**config.mk**
```make
export PLATFORM = sky130hd
export DESIGN_NAME = sector_cache_clock_replacer
export DESIGN_NICKNAME = d
export VERILOG_FILES = /design/src/hdl/sccr_pkg.sv /design/src/hdl/sccr_ram.sv /design/src/hdl/sector_cache_clock_replacer.sv
export VERILOG_INCLUDE_DIRS = /design/src /design/src/hdl
export SDC_FILE = /design/constraint.sdc
export NUM_CORES = 2
export LEC_CHECK = 0
export ABC_AREA = 0
export BUFFER_PORTS_ARGS = -buffer_cell sky130_fd_sc_hd__buf_2
export CAP_MARGIN = 20
export CORE_MARGIN = 5
export CORE_UTILIZATION = 40
export DETAILED_ROUTE_END_ITERATION = 6
export GPL_TIMING_DRIVEN = 0
export SYNTH_ARGS = -nofsm -noshare
export SYNTH_HDL_FRONTEND = slang
export SYNTH_SLANG_ARGS = --single-unit
```
**constraint.sdc**
```tcl
create_clock -name clk -period 5.4 [get_ports clk]
set_input_delay 0 -clock clk [delete_from_list [all_inputs] [get_ports clk]]
set_output_delay 0 -clock clk [all_outputs]
set_load 0.02 [all_outputs]
```
**src/hdl/sector_cache_clock_replacer_defines.svh**
```systemverilog
// assertion macros for the sector cache clock replacer
// used by the top level, which supplies clk and arst_n in scope
`ifndef SECTOR_CACHE_CLOCK_REPLACER_DEFINES_SVH
`define SECTOR_CACHE_CLOCK_REPLACER_DEFINES_SVH

`ifndef SYNTH
`define SCCR_ASSERT_IMP(name, ante, cons) \
	name: assert property (@(posedge clk) disable iff (!arst_n) (ante) |-> (cons)) \
		else $error("sccr: same-cycle check failed");
`define SCCR_ASSERT_NXT(name, ante, cons) \
	name: assert property (@(posedge clk) disable iff (!arst_n) (ante) |=> (cons)) \
		else $error("sccr: next-cycle check failed");
`else
`define SCCR_ASSERT_IMP(name, ante, cons)
`define SCCR_ASSERT_NXT(name, ante, cons)
`endif

`endif

```
**src/hdl/sccr_pkg.sv**
```systemverilog
// shared types and constants for the sector cache clock replacer
// no dependencies
package sccr_pkg;

	localparam int CMD_W    = 2;
	localparam int SECTOR_W = 32;
	localparam int OFS_W    = 10;
	localparam int SLOT_W   = 6;

	typedef enum logic [1:0] {
		CMD_READ  = 2'd0,
		CMD_WRITE = 2'd1,
		CMD_FLUSH = 2'd2
	} sccr_cmd_t;

	typedef enum logic [2:0] {
		ST_IDLE,
		ST_SEARCH,
		ST_VICTIM,
		ST_FINISH,
		ST_FLUSH,
		ST_FL_EMIT
	} sccr_state_t;

endpackage

```
**src/hdl/sccr_ram.sv**
```systemverilog
// generic single-write, single-read ram with registered read data
// no dependencies
module sccr_ram #(
	parameter int WIDTH = 32,
	parameter int DEPTH = 64
) (
	input  logic                     clk,
	input  logic                     we,
	input  logic [$clog2(DEPTH)-1:0] waddr,
	input  logic [WIDTH-1:0]         wdata,
	input  logic [$clog2(DEPTH)-1:0] raddr,
	output logic [WIDTH-1:0]         rdata
);

	logic [WIDTH-1:0] mem_q [DEPTH];
	logic [WIDTH-1:0] rdata_q;

	always_ff @(posedge clk) begin
		if (we) begin
			mem_q[waddr] <= wdata;
		end
		rdata_q <= mem_q[raddr];
	end

	assign rdata = rdata_q;

endmodule

```
**src/hdl/sector_cache_clock_replacer.sv**
```systemverilog
// sector cache tag lookup and second-chance clock replacement
// hit: serial tag ram scan stops at the first match; miss: full scan, then the clock sweep picks a victim
// flush: entries are scanned from the hand and each dirty entry is reported in turn
// one request at a time; in_stall holds new requests through the serial tag ram scan and the ring sweep
// reset clears valid, accessed and dirty marks and the hand; tag ram is not cleared
// depends on sccr_pkg, sccr_ram and sector_cache_clock_replacer_defines.svh
`include "sector_cache_clock_replacer_defines.svh"

module sector_cache_clock_replacer #(
	parameter int ENTRIES      = 64,
	parameter int SECTOR_BYTES = 512
) (
	input  logic                          clk,
	input  logic                          arst_n,
	input  logic                          in_valid,
	output logic                          in_stall,
	input  logic [sccr_pkg::CMD_W-1:0]    cmd,
	input  logic [sccr_pkg::SECTOR_W-1:0] sector,
	input  logic [sccr_pkg::OFS_W-1:0]    byte_offset,
	input  logic [sccr_pkg::OFS_W-1:0]    byte_count,
	output logic                          out_valid,
	input  logic                          out_stall,
	output logic                          hit,
	output logic [sccr_pkg::SLOT_W-1:0]   slot,
	output logic                          fetch,
	output logic                          writeback,
	output logic [sccr_pkg::SECTOR_W-1:0] writeback_sector,
	output logic                          last
);

	import sccr_pkg::*;

	localparam int IDX_W = (ENTRIES > 1) ? $clog2(ENTRIES) : 1;
	localparam int CNT_W = $clog2(2 * ENTRIES + 2);

	function automatic logic [IDX_W-1:0] ring_inc(input logic [IDX_W-1:0] e);
		ring_inc = (e == IDX_W'(ENTRIES - 1)) ? '0 : e + 1'b1;
	endfunction

	sccr_state_t state_q, state_d;

	logic [ENTRIES-1:0]  valid_q, acc_q, dirty_q;
	logic [IDX_W-1:0]    hand_q;
	logic [SECTOR_W-1:0] sector_q;
	logic                write_q, full_q;
	logic [CNT_W-1:0]    scan_q, passes_q, dirty_cnt_q;
	logic                cmp_vld_s1;
	logic [IDX_W-1:0]    cmp_idx_s1;
	logic [IDX_W-1:0]    slot_q, fidx_q;
	logic                lookup_hit_q;

	logic                out_valid_q, out_hit_q, out_fetch_q, out_wb_q, out_last_q;
	logic [SLOT_W-1:0]   out_slot_q;
	logic [SECTOR_W-1:0] out_wbs_q;

	logic                in_xfer, out_free, out_load;
	logic                hit_now, miss_now, issue_en;
	logic                acc_e, dty_e, late_pass, take_now, skip_take, clear_acc;
	logic [IDX_W-1:0]    hand_inc, victim;
	logic                flush_last;
	logic [IDX_W-1:0]    ram_raddr;
	logic                ram_we;
	logic [SECTOR_W-1:0] ram_rdata;
	logic                ld_hit, ld_fetch, ld_wb, ld_last;
	logic [IDX_W-1:0]    ld_slot;
	logic [SECTOR_W-1:0] ld_wbs;

	sccr_ram #(.WIDTH(SECTOR_W), .DEPTH(ENTRIES)) u_tag_ram (
		.clk   (clk),
		.we    (ram_we),
		.waddr (slot_q),
		.wdata (sector_q),
		.raddr (ram_raddr),
		.rdata (ram_rdata)
	);

	assign in_stall = (state_q != ST_IDLE);
	assign in_xfer  = in_valid && !in_stall;
	assign out_free = !out_valid_q || !out_stall;

	assign hit_now  = cmp_vld_s1 && valid_q[cmp_idx_s1] && (ram_rdata == sector_q);
	assign miss_now = cmp_vld_s1 && !hit_now && (cmp_idx_s1 == IDX_W'(ENTRIES - 1));
	assign issue_en = (state_q == ST_SEARCH) && (scan_q < CNT_W'(ENTRIES)) && !hit_now;

	// victim sweep at the hand
	assign acc_e     = acc_q[hand_q];
	assign dty_e     = dirty_q[hand_q];
	assign late_pass = (passes_q >= CNT_W'(ENTRIES - 1));
	assign skip_take = acc_e && late_pass && dty_e && (dirty_cnt_q >= CNT_W'(ENTRIES));
	assign take_now  = !acc_e || (late_pass && !dty_e) || skip_take;
	assign clear_acc = acc_e && !late_pass && !dty_e;
	assign hand_inc  = ring_inc(hand_q);
	assign victim    = skip_take ? hand_inc : hand_q;

	assign flush_last = ((dirty_q & ~(ENTRIES'(1) << fidx_q)) == '0);

	// next state
	always_comb begin
		state_d = state_q;
		case (state_q)
			ST_IDLE: begin
				if (in_xfer) begin
					case (cmd)
						CMD_READ, CMD_WRITE: state_d = ST_SEARCH;
						CMD_FLUSH:           state_d = ST_FLUSH;
						default:             state_d = ST_IDLE;
					endcase
				end
			end
			ST_SEARCH: begin
				if (hit_now) begin
					state_d = ST_FINISH;
				end else if (miss_now) begin
					state_d = ST_VICTIM;
				end
			end
			ST_VICTIM: begin
				if (take_now) begin
					state_d = ST_FINISH;
				end
			end
			ST_FINISH: begin
				if (out_free) begin
					state_d = ST_IDLE;
				end
			end
			ST_FLUSH: begin
				if (dirty_q == '0) begin
					if (out_free) begin
						state_d = ST_IDLE;
					end
				end else if (dirty_q[fidx_q]) begin
					state_d = ST_FL_EMIT;
				end
			end
			ST_FL_EMIT: begin
				if (out_free) begin
					state_d = flush_last ? ST_IDLE : ST_FLUSH;
				end
			end
			default: state_d = ST_IDLE;
		endcase
	end

	// datapath controls and result values
	always_comb begin
		ram_raddr = slot_q;
		ram_we    = 1'b0;
		out_load  = 1'b0;
		ld_hit    = 1'b0;
		ld_slot   = '0;
		ld_fetch  = 1'b0;
		ld_wb     = 1'b0;
		ld_wbs    = '0;
		ld_last   = 1'b1;
		case (state_q)
			ST_SEARCH: begin
				ram_raddr = scan_q[IDX_W-1:0];
			end
			ST_VICTIM: begin
				ram_raddr = victim;
			end
			ST_FINISH: begin
				ram_raddr = slot_q;
				out_load  = out_free;
				ram_we    = out_free && !lookup_hit_q;
				ld_hit    = lookup_hit_q;
				ld_slot   = slot_q;
				ld_fetch  = !lookup_hit_q && !full_q;
				ld_wb     = !lookup_hit_q && dirty_q[slot_q];
				ld_wbs    = ld_wb ? ram_rdata : '0;
			end
			ST_FLUSH: begin
				ram_raddr = fidx_q;
				out_load  = out_free && (dirty_q == '0);
			end
			ST_FL_EMIT: begin
				ram_raddr = fidx_q;
				out_load  = out_free;
				ld_slot   = fidx_q;
				ld_wb     = 1'b1;
				ld_wbs    = ram_rdata;
				ld_last   = flush_last;
			end
			default: begin
				ram_raddr = slot_q;
			end
		endcase
	end

	always_ff @(posedge clk or negedge arst_n) begin
		if (!arst_n) begin
			state_q     <= ST_IDLE;
			valid_q     <= '0;
			acc_q       <= '0;
			dirty_q     <= '0;
			hand_q      <= '0;
			cmp_vld_s1  <= 1'b0;
			out_valid_q <= 1'b0;
		end else begin
			state_q    <= state_d;
			cmp_vld_s1 <= issue_en;
			if (out_load) begin
				out_valid_q <= 1'b1;
			end else if (!out_stall) begin
				out_valid_q <= 1'b0;
			end
			case (state_q)
				ST_VICTIM: begin
					hand_q <= skip_take ? ring_inc(hand_inc) : hand_inc;
					if (clear_acc) begin
						acc_q[hand_q] <= 1'b0;
					end
				end
				ST_FINISH: begin
					if (out_free) begin
						acc_q[slot_q] <= 1'b1;
						if (lookup_hit_q) begin
							dirty_q[slot_q] <= dirty_q[slot_q] | write_q;
						end else begin
							dirty_q[slot_q] <= write_q;
							valid_q[slot_q] <= 1'b1;
						end
					end
				end
				ST_FL_EMIT: begin
					if (out_free) begin
						dirty_q[fidx_q] <= 1'b0;
						acc_q[fidx_q]   <= 1'b0;
					end
				end
				default: begin
					hand_q <= hand_q;
				end
			endcase
		end
	end

	always_ff @(posedge clk) begin
		if (in_xfer) begin
			sector_q    <= sector;
			write_q     <= (cmd == CMD_WRITE);
			full_q      <= (cmd == CMD_WRITE) && (byte_offset == '0) &&
				(32'(byte_count) >= 32'(SECTOR_BYTES));
			scan_q      <= '0;
			passes_q    <= '0;
			dirty_cnt_q <= '0;
			fidx_q      <= hand_q;
		end
		if (issue_en) begin
			scan_q     <= scan_q + 1'b1;
			cmp_idx_s1 <= scan_q[IDX_W-1:0];
		end
		if (state_q == ST_SEARCH && hit_now) begin
			slot_q       <= cmp_idx_s1;
			lookup_hit_q <= 1'b1;
		end
		if (state_q == ST_VICTIM) begin
			if (acc_e) begin
				passes_q <= passes_q + 1'b1;
			end
			if (acc_e && late_pass && dty_e) begin
				dirty_cnt_q <= dirty_cnt_q + 1'b1;
			end
			if (take_now) begin
				slot_q       <= victim;
				lookup_hit_q <= 1'b0;
			end
		end
		if (state_q == ST_FLUSH && dirty_q != '0 && !dirty_q[fidx_q]) begin
			fidx_q <= ring_inc(fidx_q);
		end
		if (state_q == ST_FL_EMIT && out_free) begin
			fidx_q <= ring_inc(fidx_q);
		end
		if (out_load) begin
			out_hit_q   <= ld_hit;
			out_slot_q  <= SLOT_W'(ld_slot);
			out_fetch_q <= ld_fetch;
			out_wb_q    <= ld_wb;
			out_wbs_q   <= ld_wbs;
			out_last_q  <= ld_last;
		end
	end

	assign out_valid        = out_valid_q;
	assign hit              = out_hit_q;
	assign slot             = out_slot_q;
	assign fetch            = out_fetch_q;
	assign writeback        = out_wb_q;
	assign writeback_sector = out_wbs_q;
	assign last             = out_last_q;

	`SCCR_ASSERT_IMP(a_hit_no_disk, out_valid_q && out_hit_q, !out_fetch_q && !out_wb_q)
	`SCCR_ASSERT_IMP(a_wbs_zero, out_valid_q && !out_wb_q, out_wbs_q == '0)
	`SCCR_ASSERT_IMP(a_sweep_bound, state_q == ST_VICTIM, dirty_cnt_q <= CNT_W'(ENTRIES))
	`SCCR_ASSERT_NXT(a_flush_clean, out_load && state_q == ST_FL_EMIT && flush_last, dirty_q == '0)

endmodule

```
# [After elaboration in Yosys (flattened, before gate mapping)]
# Memories as Yosys holds them, arrays and structs flattened. A register that Yosys moved wholly into a read port is not among the register bits.
# Cells that the tools add are included.
[word_totals] regBits=322 latch_bits=0 ramBits=2048 mem_bits_ro=0 in_bits=58 output_inout_bits=44 n_memories=1
[memory_table] name="u_tag_ram.mem_q" words=64 word_bits=32 read_ports=1 rd_ports_with_merged_regs=1 wr=1 line="sccr_ram.sv:15" source="logic [WIDTH-1:0] mem_q [DEPTH];"
[op_classes] n_addsub=6 mul=0 div=0 magnitude_cmp=11 eq_ne=20 shifts=1 muxes=70 n_bitwise=11 reduce_logical=57
[op_table] cell="64-bit 2-to-1 mux" n=6
[op_table] cell="64-bit bitwise AND" n=4
[op_table] cell="64-bit inverter" n=3
[op_table] cell="64-bit case mux with 3 select lines" n=1
[op_table] cell="64-bit bitwise mux" n=2
[op_table] cell="64-bit logical NOT" n=2
[op_table] cell="64-bit bitwise OR" n=2
[op_table] cell="64-bit case mux with 2 select lines" n=1
[op_table] cell="6-bit 2-to-1 mux" n=11
[op_table] cell="8-bit 2-to-1 mux" n=8
[op_table] cell="32-bit case mux with 2 select lines" n=1
[op_table] cell="64-bit nonzero test" n=1
[op_table] cell="1-bit by 6-bit << shifter with 64-bit output (first input constant)" n=1
[op_table] cell="32-bit equality test" n=1
[op_table] cell="32-bit 2-to-1 mux" n=1
[op_table] cell="1-bit binary-select mux with 6-bit select" n=5
[op_table] cell="6-bit by 7-bit < comparator with 1-bit output (second input constant)" n=4
[op_table] cell="3-bit 2-to-1 mux" n=9
[op_table] cell="1-bit logical AND" n=26
[op_table] cell="8-bit by 1-bit adder with 8-bit output (second input constant)" n=3
[op_table] cell="6-bit equality test (second input constant)" n=4
[op_table] cell="6-bit by 1-bit adder with 6-bit output (second input constant)" n=3
[op_table] cell="1-bit demux with 6-bit select" n=3
[op_table] cell="6-bit by 1-bit greater-or-equal comparator with 1-bit output (second input constant)" n=3
[op_table] cell="other kinds (32)" n=71

# [Depth between registers and ports, before layout]
[logic_depth] word_depth=10 ltp_mapped=22

# [By module]
# Synthesis repeated with hierarchy kept, for this count alone.
[unflattened] cells_unflattened=5252 hier_area_um2=97385.9
[modules_own_cells] mod="sccr_ram" n_inst=1 cells_per_inst=3324 area_per_inst_um2=78515.3
[modules_own_cells] mod="sector_cache_clock_replacer" n_inst=1 cells_per_inst=1928 area_per_inst_um2=18870.6

# [Least setup slack after synthesis]
# OpenSTA, ideal clock, no wires.
[synth_path] kind="reg-to-reg" startpoint="register hand_q[0]" endpoint="register u_tag_ram.rdata_q[18], in the netlist u_tag_ram.rdata[18] (read register of u_tag_ram.mem_q)" setup_ns=0.134 arrival_ns=4.101 t_required_ns=5.266 slack_ns=1.165 path_stages_with_launch=17 n_path_buf=5 period_less_slack_ns=4.235 cell_sequence="dfrtp_1 -> buf_2 -> mux4_2 -> mux2_2 -> nand2_1 -> nand4_1 -> or4_1 -> buf_2 -> nand4_2 -> and3_1 -> buf_6 -> buf_6 -> buf_2 -> mux4_2 -> a22oi_1 -> nand4_1 -> or4_1"
[synth_between] elab_chain_len=7
[synth_rtl] element="from (decl)" line="sector_cache_clock_replacer.sv:43" source="logic [IDX_W-1:0] hand_q;"
[synth_rtl] element="from (signal assigned)" line="sector_cache_clock_replacer.sv:210" source="hand_q <= skip_take ? ring_inc(hand_inc) : hand_inc;"
[synth_rtl] element="from (signal assigned)" line="sector_cache_clock_replacer.sv:233" source="hand_q <= hand_q;"
[synth_rtl] element="1-bit binary-select mux with 6-bit select" line="sector_cache_clock_replacer.sv:86" source="assign acc_e = acc_q[hand_q];"
[synth_rtl] element="1-bit 2-to-1 mux (not written as such)" line="sector_cache_clock_replacer.sv:86"
[synth_rtl] element="1-bit logical AND (3 in series)" line="sector_cache_clock_replacer.sv:89" source="assign skip_take = acc_e && late_pass && dty_e && (dirty_cnt_q >= CNT_W'(ENTRIES));"
[synth_rtl] element="6-bit 2-to-1 mux (*)" line="sector_cache_clock_replacer.sv:93" source="assign victim = skip_take ? hand_inc : hand_q;"
[synth_rtl] element="6-bit case mux with 3 select lines (*)" line="sector_cache_clock_replacer.sv:156" source="case (state_q)"
[synth_rtl] element="to (decl)" line="sccr_ram.sv:16" source="logic [WIDTH-1:0] rdata_q;"
# Every way passes the cells marked *; elsewhere a longest branch is shown, timed or not. The select of a mux whose other input is x is not followed.
# A chain may end at the register's enable or synchronous reset.

# [Final worst setup path]
[layout_path] startpoint="register hand_q[1]" endpoint="register u_tag_ram.rdata_q[16], in the netlist u_tag_ram.rdata[16] (read register of u_tag_ram.mem_q)"
# The elaborated chain is that of the path after synthesis.

==> metrics.md <==
| Metric | Value |
|---|---|
| Synth Area in Simple Gates | 6.89% |
| Clk slew on worst S/H paths | 60 ps |
| Synthesized instance count | 5953 |
| DRT Pass-1 Iters | 7 |
| Most common cell after layout, fill and taps aside | edfxtp_1 |
| Worst slew pin tran | 1170 ps |
| GP Congestion | 1.01 |
| Sequential area share after synthesis | 72.8% |
| CTS max path bufs | 3 |
| Peak VDD IR | 0.000326 V |
| Worst-skew pair later-pin latency | 900 ps |
| Compound-Gate Fraction of Synth Area | 7.81% |
| Core Area | 241000 sq um |
| Synth Flop Type | edfxtp_1 |
| Max Cap Viol | 0 |
| Via Count | 62200 |
| Vias per inst | 6.23 |
| Status | finished, violations left |
| Num Clock Sinks | 2402 |
| Post-synthesis adder-cell area fraction | 0.142% |
| Overall Power | 70700 uW |
| Hold Startpoint | sector[6] |
| FF-to-FF End | u_tag_ram.rdata[16]$_DFF_P_ |
| # H-tree levels | 4 |
| RSZ-0062 raised after global routing | yes |
| Die Span Y | 502 um |
| Final Critical Period | 5580 ps |
| Post-synthesis instance area | 97000 sq um |
| WL/cell | 35.2 um |
| Hold_ws | 9.13 ps |
| Hold Crit Class | primary input to flop |
| Routed WL | 351000 um |
| CP Data Required Time | 6170 ps |
| Worst Hold End | sector_q[6]$_DFFE_PP_ |
| Worst setup EP type | flop |
| Hold Path Stages | 2 |
| Initial antenna violation count | 20 |
| Synthesis warning total | 0 |
| Synthesized flop and latch total | 2402 |
| Skew final | 77.3 ps |
| Critical Path AT | 6350 ps |
| Largest family of logic cells by synthesized area | multiplexers |
| Final worst-path setup slack | -181 ps |
| Distinct cells, synth | 85 |
| Global-route wire length before repair | 483000 um |
| Antenna Nets Post-Route | 0 |
| Gr usage total | 27.4% |
| CTS Buf Count | 241 |
| Root buffer cell | clkbuf_16 |
| Row cnt | 180 |
| Worst R2R Start | hand_q[1]$_DFFE_PN0P_ |
| Post-Syn Nets | 6022 |
| Initial Utilization | 40.2% |
| I/O Buffers | 92 |
| Most frequent cells in the layout | edfxtp_1 (2144), nand2_1 (607), mux4_2 (396), a21oi_1 (297), o21ai_0 (276) |
| DPL Wire Length | 243000 um |
| Worst R2R Path Depth | 19 |
| Die area | 252000 sq um |
| Failing checks | negative setup slack |
| # DRC | 0 |
| Cell Pwr Density | 609 nW/um^2 |
| Syn_area_per_cell | 16.3 sq um |
| IO Pins | 102 |
| R2R setup slack | -180 ps |
| Initial DRC Count | 9870 |
| Nets | 6636 |
| Startpoint types | flop |
| Synth async-reset ratio | 8.45% |
| Crit path kind | flop to flop |
| EDFF count, synth | 2144 |
| Post-synthesis xor/xnor area fraction | 0.470% |
| Endpoints failing hold | 0 |
| Slew Limit Fails | 0 |
| Layout cells sized above 1 | 22.7% |
| Setup violators final | 16 |
| Remaining global-route overflow | 0 |
| Vias in the first global route | 60100 |
| Critical path fanouts, max | 7 |
| Final period util | 103% |
| CTS tree | built |
| P_leak | 0.0382 uW |
| Post-synthesis mux area share | 9.97% |
| Largest net degree at the start of global routing | 111 |
| Area Overhead vs Synth | 19.7% |
| Max-slew headroom | 22.2% |
| Fillers | 20200 |
| Fmax | 179 MHz |
| Die width | 502 um |
[cell type report]
class / instances / area [sq um] / area share [%]
antenna: 14 / 35.0 / 0.0302
buffer: 377 / 2440 / 2.10
clock buffer: 296 / 6380 / 5.50
clock inverter: 158 / 1530 / 1.32
inverter: 29 / 116 / 0.100
multi-input combinational: 3142 / 25700 / 22.1
sequential: 2402 / 70600 / 60.8
tap: 3185 / 3990 / 3.43
timing repair buffer: 374 / 5300 / 4.57
[worst max-delay path by stage]
stage | startpoint | endpoint | cells past startpoint
2_1_floorplan | hand_q[0]$_DFFE_PN0P_ | u_tag_ram.rdata[18]$_DFF_P_ | 16
3_3_place_gp | hand_q[2]$_DFFE_PN0P_ | u_tag_ram.rdata[13]$_DFF_P_ | 18
3_5_place_dp | hand_q[1]$_DFFE_PN0P_ | u_tag_ram.rdata[30]$_DFF_P_ | 17
4_1_cts | hand_q[1]$_DFFE_PN0P_ | u_tag_ram.rdata[5]$_DFF_P_ | 16
5_1_grt | hand_q[1]$_DFFE_PN0P_ | u_tag_ram.rdata[16]$_DFF_P_ | 21
6_report | hand_q[1]$_DFFE_PN0P_ | u_tag_ram.rdata[16]$_DFF_P_ | 19
[repair_timing]
item | CTS | global route
pin swaps | 39 | 38
buffers inserted | 36 | 8
resized for setup | 313 | 124
hold buffers | 73 | 0
endpoints found under the hold margin | 244 | 0
cloned | 5 | 2
endpoints found under the setup margin | 69 | 32
[per-layer routing]
metal	share of wire [%]	up-vias	GRT usage (%)
li1	-	25000	-
met1	39	32500	38.3
met3	10	720	5.41
met2	46	3926	42.1
met4	5.0	0	11.9
met5	0	-	0
[critical path, cell delays in order, from the launching register on]
cell       delay [ps]
dfrtp_2           500
buf_12            180
buf_12            120
buf_16            130
nor2b_1           130
mux4_2            460
o21a_1            210
a2111oi_4         290
nand3_2           120
buf_6             160
o211ai_1          190
buf_4             170
and3_4            240
buf_12            210
buf_16            190
buf_12            150
mux4_2            510
a22oi_2           330
nand4_1           570
or4_1             600
[cells in the mapped netlist, types with 14 or more instances]
master	instances	area (sq um)
nor2_1	242	908
a21oi_1	301	1510
mux4_2	396	8920
and2_1	55	344
or3_1	14	87.6
a22o_1	66	578
clkbuf_1	223	837
a22oi_1	217	1630
buf_2	79	395
nor4_1	26	163
a211oi_1	26	195
buf_6	17	191
inv_1	24	90.1
edfxtp_1	2144	64400
a221oi_1	31	272
xnor2_1	42	368
nor3_1	50	250
o31ai_1	28	210
dfxtp_1	55	1100
and3_1	27	169
nand3_1	177	886
or2_2	70	438
mux2i_1	66	661
buf_4	32	240
or4_1	33	248
buf_1	29	109
nand4_1	76	475
a32oi_1	63	552
o21ai_0	279	1400
a31oi_1	67	419
nand2_1	615	2310
dfrtp_1	203	5080
[registers in the layout (all words and copies together) (netlist names), 3 cells and up]
name / count
u_tag_ram.mem_q: 2048
acc_q: 64
dirty_q: 64
valid_q: 64
sector_q: 32
u_tag_ram.rdata: 32
writeback_sector: 32
dirty_cnt_q: 8
passes_q: 8
scan_q: 8
cmp_idx_s1: 6
fidx_q: 6
hand_q: 6
slot: 6
slot_q: 6
state_q: 3
[kinds of logic after synthesis]
logic type      after synthesis
xor+xnor                     52
fa+ha+maj                    11
mux                         470
simple gates               1437
buf+inv                     409
other cells                   1
compound gates             1171
flops                      2402
[where the power goes]
part	switching, uW	total, uW	internal [uW]
Sequential	783	22400	21600
Clock	7330	16700	9370
Combinational	20300	31600	11200
[through the flow]
stage | std cells | worst slack (ps) | utilization (%) | cell area, sq um | setup TNS [ps]
after floorplan | 5953 | 1170 | - | 97000 | 0
after CTS | 9954 | -35.9 | 47.9 | 116000 | -185
after global routing | 9971 | -135 | 48.2 | 116000 | -1730
after detailed placement | 9388 | -1980 | 43.7 | 105000 | -65110
final | 9977 | -181 | 48.2 | 116000 | -1320
after global placement | 9230 | -2510 | 42.1 | 101000 | -2943050
Power figures use the tool's default switching activity.
